==> config.mk <==
export PLATFORM = sky130hd
export DESIGN_NAME = fixed_point_expression_evaluator
export DESIGN_NICKNAME = d
export VERILOG_FILES = /design/src/hdl/fpe_pkg.sv /design/src/hdl/fpe_div.sv /design/src/hdl/fixed_point_expression_evaluator.sv
export SDC_FILE = /design/constraint.sdc
export NUM_CORES = 2
export LEC_CHECK = 0
export ABC_CLOCK_PERIOD_IN_PS = 18200
export BUFFER_PORTS_ARGS = -buffer_cell sky130_fd_sc_hd__clkbuf_2
export CORE_MARGIN = 4
export CORE_UTILIZATION = 28
export CTS_CLUSTER_DIAMETER = 40
export DETAILED_ROUTE_END_ITERATION = 6
export PLACE_DENSITY = 0.5
export REMOVE_ABC_BUFFERS = 1
export SETUP_SLACK_MARGIN = 0.4
export SLEW_MARGIN = 20
export SYNTH_ARGS = -nofsm -noshare
export SYNTH_HDL_FRONTEND = slang
export SYNTH_SLANG_ARGS = --single-unit
==> constraint.sdc <==
create_clock -name clk -period 18.2 [get_ports clk]
set_clock_uncertainty 0.05 [all_clocks]
set_input_delay 1.82 -clock clk [delete_from_list [all_inputs] [get_ports clk]]
set_output_delay 1.82 -clock clk [all_outputs]
set_load 0.05 [all_outputs]
==> src/hdl/fpe_pkg.sv <==
// Shared types and constants for the fixed-point expression evaluator.
// Used by the divider, the top level, the checker and the testbench; depends on nothing.
`default_nettype none

package fpe_pkg;

  localparam int unsigned VALUE_W    = 32;
  localparam int unsigned DIVIDEND_W = 64;
  localparam int unsigned DIV_BITS   = 2;

  localparam logic signed [VALUE_W-1:0] SCALE = 32'sd100;

  localparam logic [7:0] CH_ZERO  = 8'h30;
  localparam logic [7:0] CH_NINE  = 8'h39;
  localparam logic [7:0] CH_PLUS  = 8'h2B;
  localparam logic [7:0] CH_MINUS = 8'h2D;
  localparam logic [7:0] CH_STAR  = 8'h2A;
  localparam logic [7:0] CH_X     = 8'h78;
  localparam logic [7:0] CH_SLASH = 8'h2F;
  localparam logic [7:0] CH_DOT   = 8'h2E;

  localparam logic [3:0] FW_TEN  = 4'd10;
  localparam logic [3:0] FW_ONE  = 4'd1;
  localparam logic [3:0] FW_NONE = 4'd0;

  typedef enum logic [1:0] {
    OP_ADD = 2'd0,
    OP_SUB = 2'd1,
    OP_MUL = 2'd2,
    OP_DIV = 2'd3
  } op_t;

  typedef enum logic [1:0] {
    PH_BETWEEN  = 2'd0,
    PH_INTEGER  = 2'd1,
    PH_FRACTION = 2'd2
  } phase_t;

  typedef enum logic [2:0] {
    S_IDLE,
    S_APPLY,
    S_DIV_START,
    S_DIV_WAIT,
    S_EMIT
  } state_t;

  typedef struct packed {
    logic [7:0] character;
    logic       last;
  } in_item_t;

  typedef struct packed {
    logic signed [VALUE_W-1:0] value;
    logic                      divide_by_zero;
  } out_item_t;

  typedef struct packed {
    logic                         start;
    logic signed [DIVIDEND_W-1:0] dividend;
    logic signed [VALUE_W-1:0]    divisor;
  } div_req_t;

  typedef struct packed {
    logic                      done;
    logic signed [VALUE_W-1:0] quotient;
  } div_rsp_t;

endpackage

`default_nettype wire

==> src/hdl/fpe_div.sv <==
// Iterative signed divider, 64-bit dividend by 32-bit divisor, truncating.
// Retires BITS_PER_CYCLE quotient bits per cycle. Depends on fpe_pkg.
`default_nettype none

module fpe_div
  import fpe_pkg::*;
#(
  parameter int unsigned BITS_PER_CYCLE = DIV_BITS
) (
  input  wire logic     clk,
  input  wire logic     rst_n,
  input  wire div_req_t req,
  output div_rsp_t      rsp
);

  localparam int unsigned STEPS = DIVIDEND_W / BITS_PER_CYCLE;
  localparam int unsigned CNT_W = $clog2(STEPS);

  logic                  busy_r, busy_nxt;
  logic                  done_r, done_nxt;
  logic                  neg_r, neg_nxt;
  logic [CNT_W-1:0]      cnt_r, cnt_nxt;
  logic [DIVIDEND_W-1:0] quo_r, quo_nxt;
  logic [VALUE_W:0]      rem_r, rem_nxt;
  logic [VALUE_W:0]      dsr_r, dsr_nxt;
  logic [VALUE_W:0]      rem_v;
  logic [DIVIDEND_W-1:0] quo_v;
  logic [VALUE_W-1:0]    quo_low;

  always_comb begin
    rem_v = rem_r;
    quo_v = quo_r;
    for (int i = 0; i < BITS_PER_CYCLE; i++) begin
      rem_v = {rem_v[VALUE_W-1:0], quo_v[DIVIDEND_W-1]};
      quo_v = {quo_v[DIVIDEND_W-2:0], 1'b0};
      if (rem_v >= dsr_r) begin
        rem_v    = rem_v - dsr_r;
        quo_v[0] = 1'b1;
      end
    end
  end

  always_comb begin
    busy_nxt = busy_r;
    done_nxt = 1'b0;
    neg_nxt  = neg_r;
    cnt_nxt  = cnt_r;
    quo_nxt  = quo_r;
    rem_nxt  = rem_r;
    dsr_nxt  = dsr_r;
    if (req.start) begin
      busy_nxt = 1'b1;
      cnt_nxt  = '0;
      rem_nxt  = '0;
      neg_nxt  = req.dividend[DIVIDEND_W-1] ^ req.divisor[VALUE_W-1];
      quo_nxt  = req.dividend[DIVIDEND_W-1] ? DIVIDEND_W'(-req.dividend)
                                            : DIVIDEND_W'(req.dividend);
      dsr_nxt  = req.divisor[VALUE_W-1] ? {1'b0, VALUE_W'(-req.divisor)}
                                        : {1'b0, VALUE_W'(req.divisor)};
    end else if (busy_r) begin
      quo_nxt = quo_v;
      rem_nxt = rem_v;
      cnt_nxt = cnt_r + 1'b1;
      if (cnt_r == CNT_W'(STEPS - 1)) begin
        busy_nxt = 1'b0;
        done_nxt = 1'b1;
      end
    end
  end

  always_ff @(posedge clk) begin
    if (!rst_n) begin
      busy_r <= 1'b0;
      done_r <= 1'b0;
      cnt_r  <= '0;
    end else begin
      busy_r <= busy_nxt;
      done_r <= done_nxt;
      cnt_r  <= cnt_nxt;
    end
  end

  always_ff @(posedge clk) begin
    neg_r <= neg_nxt;
    quo_r <= quo_nxt;
    rem_r <= rem_nxt;
    dsr_r <= dsr_nxt;
  end

  assign quo_low      = quo_r[VALUE_W-1:0];
  assign rsp.done     = done_r;
  assign rsp.quotient = neg_r ? $signed(-quo_low) : $signed(quo_low);

endmodule

`default_nettype wire

==> src/hdl/fixed_point_expression_evaluator.sv <==
// Top level of the fixed-point expression evaluator: character decoder,
// sequencer and accumulator around the shared divider. Depends on fpe_pkg, fpe_div.
//
// Usage: expression text arrives one character per item on the in_ channel,
// with last set on the final character. Numbers carry up to two fraction
// digits and are held scaled by 100; operators apply strictly left to right.
// One result item (value scaled by 100, divide_by_zero flag) leaves on the
// out_ channel after each item marked last, and the expression state clears.
// Sequencing: a character that completes no number is absorbed in S_IDLE. Ending a
// number under add or subtract, or a divide by zero that is skipped, passes
// through S_APPLY; under multiply or a divide by a nonzero number it also
// passes through S_DIV_START and S_DIV_WAIT, where the divider retires
// DIV_RADIX quotient bits per cycle. An item marked last then passes through
// S_EMIT to load the output register. in_stall is high while an item is in work.
// Reset (rst_n low, synchronous) clears the expression state and the output valid flag.
// A stalled result holds in the output register; further characters are
// still taken, and the next result waits until the previous one is taken.
`default_nettype none

module fixed_point_expression_evaluator
  import fpe_pkg::*;
#(
  parameter int unsigned DIV_RADIX = DIV_BITS
) (
  input  wire logic      clk,
  input  wire logic      rst_n,
  input  wire logic      in_valid,
  output logic           in_stall,
  input  wire in_item_t  in_item,
  output logic           out_valid,
  input  wire logic      out_stall,
  output out_item_t      out_item
);

  state_t                    state_r, state_nxt;
  logic [VALUE_W-1:0]        acc_r, acc_nxt;
  logic [VALUE_W-1:0]        cur_r, cur_nxt;
  op_t                       op_r, op_nxt;
  op_t                       aop_r, aop_nxt;
  phase_t                    phase_r, phase_nxt;
  logic [3:0]                fw_r, fw_nxt;
  logic                      dz_r, dz_nxt;
  logic [VALUE_W-1:0]        num_r, num_nxt;
  logic                      last_r, last_nxt;
  logic signed [DIVIDEND_W-1:0] prod_r, prod_nxt;
  logic                      out_valid_r, out_valid_nxt;
  out_item_t                 out_item_r, out_item_nxt;

  logic                      is_digit;
  logic [3:0]                digit_val;
  logic [VALUE_W-1:0]        btw_cur;
  phase_t                    btw_phase;
  op_t                       btw_op;
  logic [VALUE_W-1:0]        ch_cur;
  phase_t                    ch_phase;
  op_t                       ch_op;
  logic [3:0]                ch_fw;
  logic                      ch_apply;
  logic [VALUE_W-1:0]        ch_num;
  logic signed [VALUE_W-1:0] mul_b;
  logic signed [DIVIDEND_W-1:0] mul_p;
  state_t                    after_apply;
  div_req_t                  div_req;
  div_rsp_t                  div_rsp;

  fpe_div #(
    .BITS_PER_CYCLE(DIV_RADIX)
  ) u_div (
    .clk  (clk),
    .rst_n(rst_n),
    .req  (div_req),
    .rsp  (div_rsp)
  );

  assign is_digit  = (in_item.character >= CH_ZERO) && (in_item.character <= CH_NINE);
  assign digit_val = in_item.character[3:0];

  always_comb begin
    btw_cur   = cur_r;
    btw_phase = PH_BETWEEN;
    btw_op    = op_r;
    if (is_digit) begin
      btw_cur   = VALUE_W'(digit_val);
      btw_phase = PH_INTEGER;
    end else if (in_item.character == CH_PLUS) begin
      btw_op = OP_ADD;
    end else if (in_item.character == CH_MINUS) begin
      btw_op = OP_SUB;
    end else if ((in_item.character == CH_STAR) || (in_item.character == CH_X)) begin
      btw_op = OP_MUL;
    end else if (in_item.character == CH_SLASH) begin
      btw_op = OP_DIV;
    end
  end

  always_comb begin
    ch_cur   = cur_r;
    ch_phase = phase_r;
    ch_op    = op_r;
    ch_fw    = fw_r;
    ch_apply = 1'b0;
    ch_num   = cur_r;
    case (phase_r)
      PH_INTEGER: begin
        if (is_digit) begin
          ch_cur = {cur_r[VALUE_W-4:0], 3'b000} + {cur_r[VALUE_W-2:0], 1'b0}
                 + VALUE_W'(digit_val);
        end else if (in_item.character == CH_DOT) begin
          ch_cur   = cur_r * VALUE_W'(SCALE);
          ch_fw    = FW_TEN;
          ch_phase = PH_FRACTION;
        end else begin
          ch_apply = 1'b1;
          ch_num   = cur_r * VALUE_W'(SCALE);
          ch_cur   = btw_cur;
          ch_phase = btw_phase;
          ch_op    = btw_op;
        end
      end
      PH_FRACTION: begin
        if (is_digit) begin
          if (fw_r != FW_NONE) begin
            ch_cur = cur_r + VALUE_W'(8'(digit_val) * 8'(fw_r));
            ch_fw  = (fw_r == FW_TEN) ? FW_ONE : FW_NONE;
          end
        end else begin
          ch_apply = 1'b1;
          ch_num   = cur_r;
          ch_cur   = btw_cur;
          ch_phase = btw_phase;
          ch_op    = btw_op;
        end
      end
      default: begin
        ch_cur   = btw_cur;
        ch_phase = btw_phase;
        ch_op    = btw_op;
      end
    endcase
    if (in_item.last && !ch_apply) begin
      if (ch_phase == PH_INTEGER) begin
        ch_apply = 1'b1;
        ch_num   = ch_cur * VALUE_W'(SCALE);
      end else if (ch_phase == PH_FRACTION) begin
        ch_apply = 1'b1;
        ch_num   = ch_cur;
      end
    end
  end

  assign mul_b       = (aop_r == OP_MUL) ? $signed(num_r) : SCALE;
  assign mul_p       = $signed(acc_r) * mul_b;
  assign after_apply = last_r ? S_EMIT : S_IDLE;

  always_comb begin
    state_nxt        = state_r;
    acc_nxt          = acc_r;
    cur_nxt          = cur_r;
    op_nxt           = op_r;
    aop_nxt          = aop_r;
    phase_nxt        = phase_r;
    fw_nxt           = fw_r;
    dz_nxt           = dz_r;
    num_nxt          = num_r;
    last_nxt         = last_r;
    prod_nxt         = prod_r;
    out_valid_nxt    = out_valid_r && out_stall;
    out_item_nxt     = out_item_r;
    div_req.start    = 1'b0;
    div_req.dividend = prod_r;
    div_req.divisor  = (aop_r == OP_MUL) ? SCALE : $signed(num_r);
    case (state_r)
      S_IDLE: begin
        if (in_valid) begin
          cur_nxt   = ch_cur;
          phase_nxt = ch_phase;
          op_nxt    = ch_op;
          fw_nxt    = ch_fw;
          num_nxt   = ch_num;
          aop_nxt   = op_r;
          last_nxt  = in_item.last;
          if (ch_apply) begin
            state_nxt = S_APPLY;
          end else if (in_item.last) begin
            state_nxt = S_EMIT;
          end
        end
      end
      S_APPLY: begin
        case (aop_r)
          OP_ADD: begin
            acc_nxt   = acc_r + num_r;
            state_nxt = after_apply;
          end
          OP_SUB: begin
            acc_nxt   = acc_r - num_r;
            state_nxt = after_apply;
          end
          OP_MUL: begin
            prod_nxt  = mul_p;
            state_nxt = S_DIV_START;
          end
          default: begin
            if (num_r == '0) begin
              dz_nxt    = 1'b1;
              state_nxt = after_apply;
            end else begin
              prod_nxt  = mul_p;
              state_nxt = S_DIV_START;
            end
          end
        endcase
      end
      S_DIV_START: begin
        div_req.start = 1'b1;
        state_nxt     = S_DIV_WAIT;
      end
      S_DIV_WAIT: begin
        if (div_rsp.done) begin
          acc_nxt   = VALUE_W'(div_rsp.quotient);
          state_nxt = after_apply;
        end
      end
      S_EMIT: begin
        if (!out_valid_r || !out_stall) begin
          out_valid_nxt               = 1'b1;
          out_item_nxt.value          = $signed(acc_r);
          out_item_nxt.divide_by_zero = dz_r;
          acc_nxt                     = '0;
          cur_nxt                     = '0;
          op_nxt                      = OP_ADD;
          phase_nxt                   = PH_BETWEEN;
          fw_nxt                      = FW_TEN;
          dz_nxt                      = 1'b0;
          state_nxt                   = S_IDLE;
        end
      end
      default: begin
        state_nxt = S_IDLE;
      end
    endcase
  end

  always_ff @(posedge clk) begin
    if (!rst_n) begin
      state_r     <= S_IDLE;
      acc_r       <= '0;
      cur_r       <= '0;
      op_r        <= OP_ADD;
      aop_r       <= OP_ADD;
      phase_r     <= PH_BETWEEN;
      fw_r        <= FW_TEN;
      dz_r        <= 1'b0;
      last_r      <= 1'b0;
      out_valid_r <= 1'b0;
    end else begin
      state_r     <= state_nxt;
      acc_r       <= acc_nxt;
      cur_r       <= cur_nxt;
      op_r        <= op_nxt;
      aop_r       <= aop_nxt;
      phase_r     <= phase_nxt;
      fw_r        <= fw_nxt;
      dz_r        <= dz_nxt;
      last_r      <= last_nxt;
      out_valid_r <= out_valid_nxt;
    end
  end

  always_ff @(posedge clk) begin
    num_r      <= num_nxt;
    prod_r     <= prod_nxt;
    out_item_r <= out_item_nxt;
  end

  assign in_stall  = (state_r != S_IDLE);
  assign out_valid = out_valid_r;
  assign out_item  = out_item_r;

endmodule

`default_nettype wire

==> summary.md <==
| Metric | Value |
|---|---|
| Clock Path Buffers | 3 |
| Max Cap Viol | 0 |
| CP required | between 15 and 20 ns |
| Met2 usage | 0.302 |
| Synth area leader | fa_1 |
| Global route total overflow | 0 |
| Setup crit start kind | register |
| Initial antenna violation count | 11 |
| Ranking of synthesized cells by area | fa_1, edfxtp_1, ha_1 |
| RSZ-0062 raised after global routing | no |
| Aggregate global-route resource usage | 0.180 |
| Arr. time, crit path | 11.16 ns |
| Ys async rst share | 0 |
| Number of distinct library cells after synthesis | 86 |
| Sink Count | 343 |
| Root Buffer | clkbuf_16 |
| Slowest cell on the critical path | a2111oi_0 |
| Critical-path maximum fanout | 139 |
| Syn. warnings | 0 |
| Final hold viol count | 0 |
| Largest net degree at the start of global routing | 152 |
| Setup bufs post-CTS | 0 |
| Relative slew slack | 0.242 |
| Post-cts hold buffer count | 0 |
| CTS buffer count | 77 |
| CTS tree | built |
| CTS H-Tree Depth | 3 |
| # fillers | 25.1k |
| Vias | 53.4k |
| Synthesized area | 67000 um2 |
| Post-DP HPWL | 166000 um |
| Design Power | between 5 and 6 mW |
| Most frequent CP cell | fa_1 |
| Register bit total from synthesis | 343 |
| Main synth FF type | edfxtp_1 |
| Port Buf Inserts | 47 |
| First-pass GRT wire length | 347000 um |
| RD Place Congestion | 0.911 |
| Crit share post-route | 0.595 |
| WL/cell | ~21 um |
| Sequential share of the synthesized area | 0.136 |
| Worst Setup Path Type | register to register |
| Iteration count of the initial detailed-routing pass | 6 |
| IO Pins | 48 |
| Antenna-violating nets left | 0 |
| DR DRC count | 0 |
| Crit path capture type | register |
| Vias in the first global route | around 56k |
| Detailed Route WL | 224000 um |
| Resized Gates After CTS | 0 |
| Critical path's largest stage delay | 0.98 ns |
| Hold crit path type | register to register |
| # rows | 179 |
| Die width | 497 um |
| Max Clk Rate | 0.0924 GHz |
| Via density | 5.07 |
| Layout area overhead | 9.52% |
| Status | complete, no violations |
| Die Area | 247000 um2 |
| GRT Max-Usage Layer | met2 |
| Top-count cell post-synth | inv_1 |
| Final core utilization | 0.308 |
| NumNets Final | a little under 9k |
| Final setup fails | 0 |
| DR iter-0 viols | about 4.2k |
| Starting Density | 0.282 |
| Met3 global-route usage | 0.0214 |
| Worst IR Drop VDD | 0.0869 mV |
| Post-synth EDFFs | 226 |
| Core Area | 238000 um2 |
| Mean post-synth cell area | 9.00 um2 |
| Die Height | 497 um |
| Layout cell share with drive strength beyond 1 | 0.0568 |
| Most instantiated cells after synthesis | inv_1, fa_1, nand2_1, ha_1, and3_1 |
| Met1 Usage GRT | 0.244 |
| Pwr dens | 68.9 nW/um2 |
| TNS Setup | 0 ns |
| Mapped Cells | 7441 |
| Leak | around 36 nW |
| Reg clk slew, reported paths | 0.05 ns |
| Worst Max-Slew Pin Slew | 1.11 ns |
| Final Max Slew Viols | 0 |
| Yosys top cell area share | 0.341 |
| Clk_lat worst skew | 0.67 ns |
| Clock period minus worst slack | 10.82 ns |
## metal layers
layer / vias up / wire, um
met2: 1613 / 107000
met4: 4 / 6700
met3: 344 / 12500
met5: - / 34
li1: 24100 / -
met1: 27400 / 98100
## final cells by class
type,count,area (um2),area share
diodes,6,15.0,0.000205
clock buffers,87,2000,0.0273
clock inverters,55,628,0.00856
inverters,1221,4580,0.0625
multi-input cells,5458,51700,0.705
flip-flops and latches,343,9140,0.125
well taps,3167,3960,0.0540
repair buffers,184,1280,0.0175
## kinds of logic (layout without fill, tap and decap cells)
group,Yosys count,count (layout),synth area share
flip-flops,343,343,0.136
adder cells (fa/ha/maj),1657,1657,0.437
AO/OA/AOI/OAI,1250,1250,0.119
buffers and inverters,1640,1547,0.0920
multiplexers,69,69,0.0107
other,0,6,0
XOR/XNOR,384,384,0.0504
AND/OR/NAND/NOR,2098,2098,0.154
## worst max-delay path: cells and delay by family (launching register included)
family | cells | cell delay (ns)
AO/OA/AOI/OAI | 9 | 3.19
AND/OR/NAND/NOR | 4 | 0.97
flip-flops | 1 | 0.48
XOR/XNOR | 1 | 0.08
adder cells (fa/ha/maj) | 9 | 4.31
buffers and inverters | 4 | 1.38
## stage by stage
step / setup slack (ns) / hold slack [ns] / instance area, um2 / cells
2_1_floorplan: -6.61 / 0.359 / 65400 / 7022
3_3_place_gp: 7.83 / 0.401 / 70700 / 10400
3_5_place_dp: 7.75 / 0.401 / 70700 / 10400
4_1_cts: 7.70 / 0.412 / 73300 / 10500
5_1_grt: 7.04 / 0.430 / 73300 / 10500
6_report: 7.38 / 0.418 / 73400 / 10500
## path summary, 6_finish.rpt
kind / from / to / slack (ns) / cells past startpoint
max: aop_r[1] / prod_r[56] / 7.38 / 27
min: last_r / last_r / 0.42 / 2
max reg2reg: aop_r[1] / prod_r[56] / 7.38 / 27
min reg2reg: last_r / last_r / 0.42 / 2
## registers in the layout, summed over array words and instances (netlist names), 2 cells and up
signal	flops
aop_r	2
fw_r	2
state_r	3
prod_r	64
cur_r	32
u_div.dsr_r	32
op_r	2
out_item	33
phase_r	2
num_r	32
u_div.rem_r	32
u_div.quo_r	64
acc_r	32
u_div.cnt_r	5
## power by group
part | switching (mW) | total, mW | internal [mW]
Sequential | 0.0534 | 0.964 | 0.911
Clock | 0.522 | 1.44 | 0.915
Combinational | 1.60 | 2.66 | 1.06
Total | 2.18 | 5.06 | 2.88
## layout by cell type (no fill, tap or decap), drive strengths merged, types with 22 or more instances in the layout
cell and n:
buf 137, mux2i 46, nand2b 43, o21ai 348
or3 42, a22oi 35, o21a 44, xnor2 202
nand4 27, and2 82, a31oi 28, nand2 833
clkbuf 134, inv 1231, o31ai 51, edfxtp 226
fa 1141, a211oi 28, a21o 127, o221ai 23
nand3 80, nor4 27, nor2b 35, nor2 282
and3 503, or4 23, or2 28, a221oi 32
clkinv 25, dfxtp 117, o211ai 22, ha 516
nor3 56, xor2 181, o21bai 35, mux2 23
a21oi 320
(Power assumes the default switching activity.)
